`src/rtl/mme_pkg.sv`:
```
// shared types, constants and helpers for the matrix multiply engine
// no dependencies
package mme_pkg;

  localparam int unsigned DEF_MAX_DIM = 8;

  localparam int unsigned ELEM_W = 16;
  localparam int unsigned PROD_W = 32;
  localparam int unsigned ACC_W  = 35;
  localparam int unsigned POS_W  = 3;
  localparam int unsigned DIM_W  = 4;
  localparam int unsigned CFG_IDX_W = 2;

  // request codes
  localparam logic [1:0] REQ_WRITE_A = 2'd0;
  localparam logic [1:0] REQ_WRITE_B = 2'd1;
  localparam logic [1:0] REQ_COMPUTE = 2'd2;

  // configuration register indexes
  localparam logic [CFG_IDX_W-1:0] CFG_ROWS_A    = 2'd0;
  localparam logic [CFG_IDX_W-1:0] CFG_INNER_DIM = 2'd1;
  localparam logic [CFG_IDX_W-1:0] CFG_COLS_B    = 2'd2;

  // controller to datapath
  typedef struct packed {
    logic             wr_a;
    logic             wr_b;
    logic             rd_en;
    logic             first;
    logic             push;
    logic [POS_W-1:0] row;
    logic [POS_W-1:0] col;
    logic             last;
  } mme_cmd_t;

  // datapath to controller
  typedef struct packed {
    logic pipe_busy;
    logic out_free;
  } mme_status_t;

  // last valid index of a dimension: zero counts as one, large values saturate
  function automatic logic [DIM_W-1:0] clamp_last(logic [DIM_W-1:0] v,
                                                  logic [DIM_W-1:0] max_dim);
    logic [DIM_W-1:0] r;
    if (v == '0) begin
      r = '0;
    end else if (v > max_dim) begin
      r = max_dim - 1'b1;
    end else begin
      r = v - 1'b1;
    end
    return r;
  endfunction

endpackage

```
`src/rtl/mme_ctrl.sv`:
```
// controller: dimension registers, loop counters and sequencing state machine
// depends on mme_pkg
module mme_ctrl import mme_pkg::*; #(
  parameter int unsigned MAX_DIM = DEF_MAX_DIM
) (
  input  logic                 clk_i,
  input  logic                 rst_ni,
  input  logic                 cfg_we_i,
  input  logic [CFG_IDX_W-1:0] cfg_index_i,
  input  logic [DIM_W-1:0]     cfg_data_i,
  input  logic                 in_valid_i,
  output logic                 in_stall_o,
  input  logic [1:0]           req_type_i,
  output logic [$clog2(MAX_DIM*MAX_DIM)-1:0] a_addr_o,
  output logic [$clog2(MAX_DIM*MAX_DIM)-1:0] b_addr_o,
  output mme_cmd_t             cmd_o,
  input  mme_status_t          status_i
);

  localparam int unsigned IDX_W  = $clog2(MAX_DIM);
  localparam int unsigned ADDR_W = $clog2(MAX_DIM*MAX_DIM);
  localparam logic [DIM_W-1:0] MAX_DIM_V = DIM_W'(MAX_DIM);
  localparam logic [IDX_W-1:0] LAST_RST  = IDX_W'(MAX_DIM - 1);

  localparam logic [1:0] ST_IDLE  = 2'd0;
  localparam logic [1:0] ST_RUN   = 2'd1;
  localparam logic [1:0] ST_DRAIN = 2'd2;

  logic [1:0]       state_q, state_d;
  logic [IDX_W-1:0] n_last_q, m_last_q, k_last_q;
  logic [IDX_W-1:0] i_q, i_d, j_q, j_d, t_q, t_d;
  logic [DIM_W-1:0] cfg_last;
  logic             accept;
  logic             elem_last;

  assign cfg_last = clamp_last(cfg_data_i, MAX_DIM_V);

  // dimension registers hold the last index after clamping
  always_ff @(posedge clk_i or negedge rst_ni) begin
    if (!rst_ni) begin
      n_last_q <= LAST_RST;
      m_last_q <= LAST_RST;
      k_last_q <= LAST_RST;
    end else if (cfg_we_i) begin
      unique case (cfg_index_i)
        CFG_ROWS_A:    n_last_q <= cfg_last[IDX_W-1:0];
        CFG_INNER_DIM: m_last_q <= cfg_last[IDX_W-1:0];
        CFG_COLS_B:    k_last_q <= cfg_last[IDX_W-1:0];
        default: ;
      endcase
    end
  end

  assign in_stall_o = (state_q != ST_IDLE);
  assign accept     = in_valid_i && (state_q == ST_IDLE);
  assign elem_last  = (i_q == n_last_q) && (j_q == k_last_q);

  assign a_addr_o = ADDR_W'(ADDR_W'(i_q) * ADDR_W'(MAX_DIM) + ADDR_W'(t_q));
  assign b_addr_o = ADDR_W'(ADDR_W'(t_q) * ADDR_W'(MAX_DIM) + ADDR_W'(j_q));

  always_comb begin
    state_d = state_q;
    i_d     = i_q;
    j_d     = j_q;
    t_d     = t_q;
    cmd_o       = '0;
    cmd_o.row   = POS_W'(i_q);
    cmd_o.col   = POS_W'(j_q);
    cmd_o.last  = elem_last;
    unique case (state_q)
      ST_IDLE: begin
        if (accept) begin
          unique case (req_type_i)
            REQ_WRITE_A: cmd_o.wr_a = 1'b1;
            REQ_WRITE_B: cmd_o.wr_b = 1'b1;
            REQ_COMPUTE: begin
              i_d     = '0;
              j_d     = '0;
              t_d     = '0;
              state_d = ST_RUN;
            end
            default: ;
          endcase
        end
      end
      ST_RUN: begin
        cmd_o.rd_en = 1'b1;
        cmd_o.first = (t_q == '0);
        if (t_q == m_last_q) begin
          t_d     = '0;
          state_d = ST_DRAIN;
        end else begin
          t_d = t_q + 1'b1;
        end
      end
      ST_DRAIN: begin
        if (!status_i.pipe_busy && status_i.out_free) begin
          cmd_o.push = 1'b1;
          if (elem_last) begin
            state_d = ST_IDLE;
          end else begin
            state_d = ST_RUN;
            if (j_q == k_last_q) begin
              j_d = '0;
              i_d = i_q + 1'b1;
            end else begin
              j_d = j_q + 1'b1;
            end
          end
        end
      end
      default: state_d = ST_IDLE;
    endcase
  end

  always_ff @(posedge clk_i or negedge rst_ni) begin
    if (!rst_ni) begin
      state_q <= ST_IDLE;
      i_q     <= '0;
      j_q     <= '0;
      t_q     <= '0;
    end else begin
      state_q <= state_d;
      i_q     <= i_d;
      j_q     <= j_d;
      t_q     <= t_d;
    end
  end

  a_push_when_drained: assert property (@(posedge clk_i) disable iff (!rst_ni)
    cmd_o.push |-> (!status_i.pipe_busy && status_i.out_free))
    else $error("result pushed before pipeline drained or output free");

  a_last_returns_idle: assert property (@(posedge clk_i) disable iff (!rst_ni)
    (cmd_o.push && cmd_o.last) |=> (state_q == ST_IDLE))
    else $error("final word did not end the compute");

  a_run_leaves_to_drain: assert property (@(posedge clk_i) disable iff (!rst_ni)
    (state_q == ST_RUN) |=> (state_q == ST_RUN || state_q == ST_DRAIN))
    else $error("dot product issue interrupted");

endmodule

```
`src/rtl/mme_dp.sv`:
```
// datapath: element stores, multiply-accumulate pipeline and output register
// depends on mme_pkg
module mme_dp import mme_pkg::*; #(
  parameter int unsigned MAX_DIM = DEF_MAX_DIM
) (
  input  logic                     clk_i,
  input  logic                     rst_ni,
  input  logic [POS_W-1:0]         row_index_i,
  input  logic [POS_W-1:0]         col_index_i,
  input  logic signed [ELEM_W-1:0] element_value_i,
  input  logic [$clog2(MAX_DIM*MAX_DIM)-1:0] a_addr_i,
  input  logic [$clog2(MAX_DIM*MAX_DIM)-1:0] b_addr_i,
  input  mme_cmd_t                 cmd_i,
  output mme_status_t              status_o,
  output logic                     out_valid_o,
  input  logic                     out_stall_i,
  output logic [POS_W-1:0]         out_row_o,
  output logic [POS_W-1:0]         out_col_o,
  output logic signed [ACC_W-1:0]  product_value_o,
  output logic                     last_o
);

  localparam int unsigned IDX_W  = $clog2(MAX_DIM);
  localparam int unsigned DEPTH  = MAX_DIM * MAX_DIM;
  localparam int unsigned ADDR_W = $clog2(DEPTH);

  logic [ELEM_W-1:0] a_mem [DEPTH];
  logic [ELEM_W-1:0] b_mem [DEPTH];

  logic                     in_range;
  logic [ADDR_W-1:0]        wr_addr;
  logic signed [ELEM_W-1:0] a_rd_q, b_rd_q;
  logic signed [PROD_W-1:0] prod_q;
  logic signed [ACC_W-1:0]  acc_q, prod_ext;
  logic                     s1_vld_q, s1_first_q, s2_vld_q, s2_first_q;
  logic                     out_vld_q;
  logic [POS_W-1:0]         out_row_q, out_col_q;
  logic                     out_last_q;
  logic signed [ACC_W-1:0]  out_value_q;

  // out-of-range positions are dropped
  assign in_range = ({1'b0, row_index_i} < DIM_W'(MAX_DIM)) &&
                    ({1'b0, col_index_i} < DIM_W'(MAX_DIM));
  assign wr_addr  = ADDR_W'(ADDR_W'(row_index_i[IDX_W-1:0]) * ADDR_W'(MAX_DIM)
                            + ADDR_W'(col_index_i[IDX_W-1:0]));

  always_ff @(posedge clk_i) begin
    if (cmd_i.wr_a && in_range) begin
      a_mem[wr_addr] <= element_value_i;
    end
    if (cmd_i.wr_b && in_range) begin
      b_mem[wr_addr] <= element_value_i;
    end
    if (cmd_i.rd_en) begin
      a_rd_q <= a_mem[a_addr_i];
      b_rd_q <= b_mem[b_addr_i];
    end
  end

  assign prod_ext = ACC_W'(prod_q);

  always_ff @(posedge clk_i or negedge rst_ni) begin
    if (!rst_ni) begin
      s1_vld_q   <= 1'b0;
      s1_first_q <= 1'b0;
      s2_vld_q   <= 1'b0;
      s2_first_q <= 1'b0;
      out_vld_q  <= 1'b0;
    end else begin
      s1_vld_q   <= cmd_i.rd_en;
      s1_first_q <= cmd_i.first;
      s2_vld_q   <= s1_vld_q;
      s2_first_q <= s1_first_q;
      if (cmd_i.push) begin
        out_vld_q <= 1'b1;
      end else if (!out_stall_i) begin
        out_vld_q <= 1'b0;
      end
    end
  end

  always_ff @(posedge clk_i) begin
    if (s1_vld_q) begin
      prod_q <= a_rd_q * b_rd_q;
    end
    if (s2_vld_q) begin
      acc_q <= s2_first_q ? prod_ext : ACC_W'(acc_q + prod_ext);
    end
    if (cmd_i.push) begin
      out_row_q   <= cmd_i.row;
      out_col_q   <= cmd_i.col;
      out_last_q  <= cmd_i.last;
      out_value_q <= acc_q;
    end
  end

  assign status_o.pipe_busy = s1_vld_q || s2_vld_q;
  assign status_o.out_free  = !out_vld_q || !out_stall_i;

  assign out_valid_o     = out_vld_q;
  assign out_row_o       = out_row_q;
  assign out_col_o       = out_col_q;
  assign product_value_o = out_value_q;
  assign last_o          = out_last_q;

  a_no_rw_overlap: assert property (@(posedge clk_i) disable iff (!rst_ni)
    cmd_i.rd_en |-> !(cmd_i.wr_a || cmd_i.wr_b))
    else $error("store written during a dot product");

  a_push_pipe_empty: assert property (@(posedge clk_i) disable iff (!rst_ni)
    cmd_i.push |-> !(s1_vld_q || s2_vld_q))
    else $error("accumulator taken while products in flight");

  a_first_starts_sum: assert property (@(posedge clk_i) disable iff (!rst_ni)
    (s2_vld_q && !$past(s2_vld_q)) |-> s2_first_q)
    else $error("dot product started without clearing the sum");

endmodule

```
`src/rtl/matrix_multiply_engine_top.sv`:
```
// matrix multiply engine: a load word writes one in-range store element; a compute
// word gives rows_a * cols_b result words, each from one store read per cycle over
// inner_dim, then the read, multiply and accumulate stages drain and the word waits
// for a free output register; the single multiply-accumulate unit and one read
// port per store set the rate. async active-low reset clears control and sets all
// dimensions to MAX_DIM; element stores are not cleared and hold junk until written
module matrix_multiply_engine_top import mme_pkg::*; #(
  parameter int unsigned MAX_DIM = DEF_MAX_DIM
) (
  input  logic                     clk_i,
  input  logic                     rst_ni,
  // configuration writes
  input  logic                     cfg_we_i,
  input  logic [CFG_IDX_W-1:0]     cfg_index_i,
  input  logic [DIM_W-1:0]         cfg_data_i,
  // input words
  input  logic                     in_valid_i,
  output logic                     in_stall_o,
  input  logic [1:0]               req_type_i,
  input  logic [POS_W-1:0]         row_index_i,
  input  logic [POS_W-1:0]         col_index_i,
  input  logic signed [ELEM_W-1:0] element_value_i,
  // result words
  output logic                     out_valid_o,
  input  logic                     out_stall_i,
  output logic [POS_W-1:0]         out_row_o,
  output logic [POS_W-1:0]         out_col_o,
  output logic signed [ACC_W-1:0]  product_value_o,
  output logic                     last_o
);

  localparam int unsigned ADDR_W = $clog2(MAX_DIM*MAX_DIM);

  // read addresses for the two stores, walked by the controller counters
  logic [ADDR_W-1:0] a_addr;
  logic [ADDR_W-1:0] b_addr;
  mme_cmd_t          cmd;
  mme_status_t       status;

  // sequencing: accepts words only when idle, issues one read pair per cycle in RUN
  mme_ctrl #(
    .MAX_DIM (MAX_DIM)
  ) u_ctrl (
    .clk_i       (clk_i),
    .rst_ni      (rst_ni),
    .cfg_we_i    (cfg_we_i),
    .cfg_index_i (cfg_index_i),
    .cfg_data_i  (cfg_data_i),
    .in_valid_i  (in_valid_i),
    .in_stall_o  (in_stall_o),
    .req_type_i  (req_type_i),
    .a_addr_o    (a_addr),
    .b_addr_o    (b_addr),
    .cmd_o       (cmd),
    .status_i    (status)
  );

  // stores, multiply-accumulate and the output register that decouples stalls
  mme_dp #(
    .MAX_DIM (MAX_DIM)
  ) u_dp (
    .clk_i           (clk_i),
    .rst_ni          (rst_ni),
    .row_index_i     (row_index_i),
    .col_index_i     (col_index_i),
    .element_value_i (element_value_i),
    .a_addr_i        (a_addr),
    .b_addr_i        (b_addr),
    .cmd_i           (cmd),
    .status_o        (status),
    .out_valid_o     (out_valid_o),
    .out_stall_i     (out_stall_i),
    .out_row_o       (out_row_o),
    .out_col_o       (out_col_o),
    .product_value_o (product_value_o),
    .last_o          (last_o)
  );

endmodule
```
`config.mk`:
```
export PLATFORM = sky130hd
export DESIGN_NAME = matrix_multiply_engine_top
export DESIGN_NICKNAME = d
export VERILOG_FILES = /design/src/rtl/mme_pkg.sv /design/src/rtl/mme_ctrl.sv /design/src/rtl/mme_dp.sv /design/src/rtl/matrix_multiply_engine_top.sv
export SDC_FILE = /design/constraint.sdc
export NUM_CORES = 2
export LEC_CHECK = 0
export BUFFER_PORTS_ARGS = -buffer_cell sky130_fd_sc_hd__buf_2
export CAP_MARGIN = 20
export CORE_MARGIN = 3
export CORE_UTILIZATION = 63
export CTS_CLUSTER_DIAMETER = 150
export CTS_CLUSTER_SIZE = 14
export DETAILED_ROUTE_END_ITERATION = 7
export PLACE_DENSITY = 0.79
export SYNTH_ARGS = -nofsm -noshare
export SYNTH_HDL_FRONTEND = slang
export SYNTH_SLANG_ARGS = --single-unit
```
`constraint.sdc`:
```
create_clock -name clk_i -period 7.1 [get_ports clk_i]
set_clock_uncertainty 0.1 [all_clocks]
set_input_delay 1.42 -clock clk_i [delete_from_list [all_inputs] [get_ports clk_i]]
set_output_delay 1.42 -clock clk_i [all_outputs]
set_load 0.02 [all_outputs]
```
==> impl_metrics.yaml <==
global_routing:
  grt_max_degree: 139
  grt_pass1_vias: 49790
  grt_pass1_wl_um: 345700
  grt_remaining_overflow: 0
  antenna_found_initial: 19
  grt_usage_pct: 30.75
drt:
  via_count: 48200
  drt-vias-per-instance: 6.875
  postRouteAntennaNets: 0
  drt-wirelength-per-cell_um: 33.45
  drt_first_pass_iters: 6
  wl_um: 234500
  first_iter_violations: 7051
  drc: 0
setup_path:
  cp-start-kind: "register"
  r2r-start: "u_dp.b_rd_q[1]$_DFFE_PP_"
  path_class: "reg2reg"
  critPathCaptureType: "register"
  crit_required_ns: 7.55
  cp_max_fo: 16
  worstRegToRegCells: 19
  ff2ff_setup_slack_ns: 0.33
  worst_ep_arrival_time_ns: 7.22
  worstReg2RegEnd: "u_dp.prod_q[30]$_DFFE_PP_"
worst_hold_path:
  hp-start: "u_dp.s1_first_q$_DFF_PN0_"
  hp-class: "reg2reg"
  holdPathEnd: "u_dp.s2_first_q$_DFF_PN0_"
  hold_depth: 0
clocking:
  cts.sinks: 2214
  cts_resized: 0
  cts_tree: "built"
  post-cts-setup-buffers: 0
  clockRootBuffer: "clkbuf_16"
  clkLatencyLatePin_ns: 0.84
  clkTransAtPathRegs_ns: 0.08
  cts_hold_buf: 0
  clock_path_buffers: 3
  cts_buffers: 176
  h-tree-depth: 4
final_layout:
  layout-drive-gt1-share_pct: 23.53
  fin_nets: 5378
  area_delta_synth_final_pct: 8.900
floorplanning:
  start_util_pct: 63.49
  rows: 142
  top_level_ports: 79
  core_mm2: 0.1501
  die_area_mm2: 0.1560
  die_width_um: 395.0
  die_y_um: 395.0
sta:
  finalSetupTns_ns: 0
  period_share_pct: 95.39
  hold_ws_ns: 0.2585
  hold_viol: 0
  tightestPinTransition_ns: 1.225
  drv_slew: 0
  period_needed_ns: 6.773
  fmax_ghz: 0.1477
  setup_viol: 0
  slew_headroom_pct: 18.05
  rsz0062_at_grt: "false"
logic_synthesis:
  ys_types: 68
  ys_warn_count: 0
  syn_area_mm2: 0.09532
  synth_edf_count: 2189
  synthCells: 4722
  syn_avg_cell_area_um2: 20.19
  ys_ff_latch: 2214
  syn_nets: 5141
  ys.flop_type: "edfxtp_1"
  ys_seq_area_share_pct: 69.63
  async_reset_ff_share_pct: 1.129
place:
  port_buffers: 78
  place.gp.congestion: 0.8819
  dp_hpwl_um: 130100
outcome:
  outcome: "complete, no violations"
flow_run:
  drv_cap: 0
## synthesized netlist by cell type (all sizes together) (5+ instances only)
cell	instances	area share, %
edfxtp	2189	69
mux4	672	16
inv	324	1.3
fa	263	5.5
nand2	220	0.87
nor2	174	0.69
clkbuf	137	0.54
ha	121	1.6
and2	118	0.77
buf	74	0.39
o21ai	71	0.38
a21oi	60	0.32
xnor2	45	0.41
xor2	25	0.23
a21o	24	0.19
nand3	24	0.13
nand2b	20	0.13
dfrtp	16	0.42
nor2b	11	0.072
nor3	10	0.053
dfstp	9	0.25
nand3b	9	0.071
a211oi	8	0.073
a31oi	7	0.046
o211ai	7	0.055
o21a	7	0.055
o21bai	7	0.055
o31ai	7	0.066
and3	5	0.033
## per-stage QoR
stage                     instance area [um2]  utilization [%]  setup slack, ns  instances
after floorplan                         95320                -           0.7041       4722
after global placement                  98970            65.93           0.4371       6794
after detailed placement                98970            65.93           0.3790       6794
after CTS                              103800            69.11           0.3448       6998
after global routing                   103800            69.13          0.06192       7003
final                                  103800            69.14           0.3273       7011
## state kept, by name, summed over array words and instances, names as in the netlist, 16 cells and up
register	count
u_dp.b_rd_q	16
u_dp.acc_q	35
u_dp.b_mem	1024
u_dp.product_value_o	35
u_dp.a_rd_q	16
u_dp.a_mem	1024
u_dp.prod_q	32
## final cells by class
cell class	count	area, um2
Sequential cell	2214	66400
Clock buffer	191	4524
Timing Repair Buffer	270	1994
Fill cell	8698	46320
Inverter	325	1220
Antenna cell	10	25.02
Tap cell	2016	2522
Multi-Input combinational cell	1972	26870
Clock inverter	13	251.5
## placed cells by master (no fill, tap or decap), types with 12 or more instances in the layout
master / n
xor2_1: 25
clkbuf_1: 12
mux4_2: 672
and2_1: 118
clkbuf_16: 179
a21oi_1: 60
buf_4: 197
xnor2_1: 45
o21ai_0: 70
nand3_1: 24
edfxtp_1: 2189
buf_2: 62
nand2b_1: 20
nand2_1: 220
nor2_1: 171
inv_1: 323
ha_1: 121
a21o_1: 24
fa_1: 263
## critical path, stage by stage (launching register included)
cell      delay [ns]
edfxtp_1        0.71
nand2_1         0.16
fa_1            0.54
fa_1            0.55
inv_1           0.06
fa_1            0.49
fa_1            0.51
fa_1            0.49
inv_1           0.05
fa_1            0.47
inv_1           0.04
ha_1            0.35
a211oi_1        0.29
nand2_1         0.10
nor3_1          0.13
a21oi_1         0.16
a32oi_1         0.40
a21oi_1         0.22
a41o_1          0.32
a311o_1         0.36
## how the worst max path moves through the flow
stage          slack, ns                       from                        end  depth (start not counted)
6_report            0.33   u_dp.b_rd_q[1]$_DFFE_PP_  u_dp.prod_q[30]$_DFFE_PP_                         19
5_1_grt             0.06   u_dp.b_rd_q[1]$_DFFE_PP_  u_dp.prod_q[30]$_DFFE_PP_                         19
4_1_cts             0.34   u_dp.b_rd_q[1]$_DFFE_PP_  u_dp.prod_q[31]$_DFFE_PP_                         21
3_5_place_dp        0.38   u_dp.b_rd_q[1]$_DFFE_PP_  u_dp.prod_q[31]$_DFFE_PP_                         21
3_3_place_gp        0.44   u_dp.a_rd_q[2]$_DFFE_PP_  u_dp.prod_q[30]$_DFFE_PP_                         19
2_1_floorplan       0.70  u_dp.a_rd_q[15]$_DFFE_PP_  u_dp.prod_q[30]$_DFFE_PP_                         22
## per-layer routing
layer / part of all wire, % / vias to the layer above / track usage [%]
met2: 49 / 3495 / 48.30
met4: 4.2 / 14 / 11.92
met5: 0.041 / - / 0
met1: 36 / 25140 / 42.43
met3: 12 / 600 / 7.822
li1: - / 18950 / -
## cells by family (layout without fill, tap and decap cells)
group,after synthesis,in the layout,synth area share (%)
DFF,2214,2214,69.63
xor gates and xnor gates,70,70,0.6432
and+or+nand+nor,616,616,3.007
buffers and inverters,536,799,2.205
muxes,674,674,15.90
other,0,10,0
adders and majority gates,384,384,7.112
AOI/OAI and AO/OA,228,228,1.507
Power is left out: the tool's default activity adds up to more than one toggle a clock period on the data nets, which glitch-free logic cannot reach.
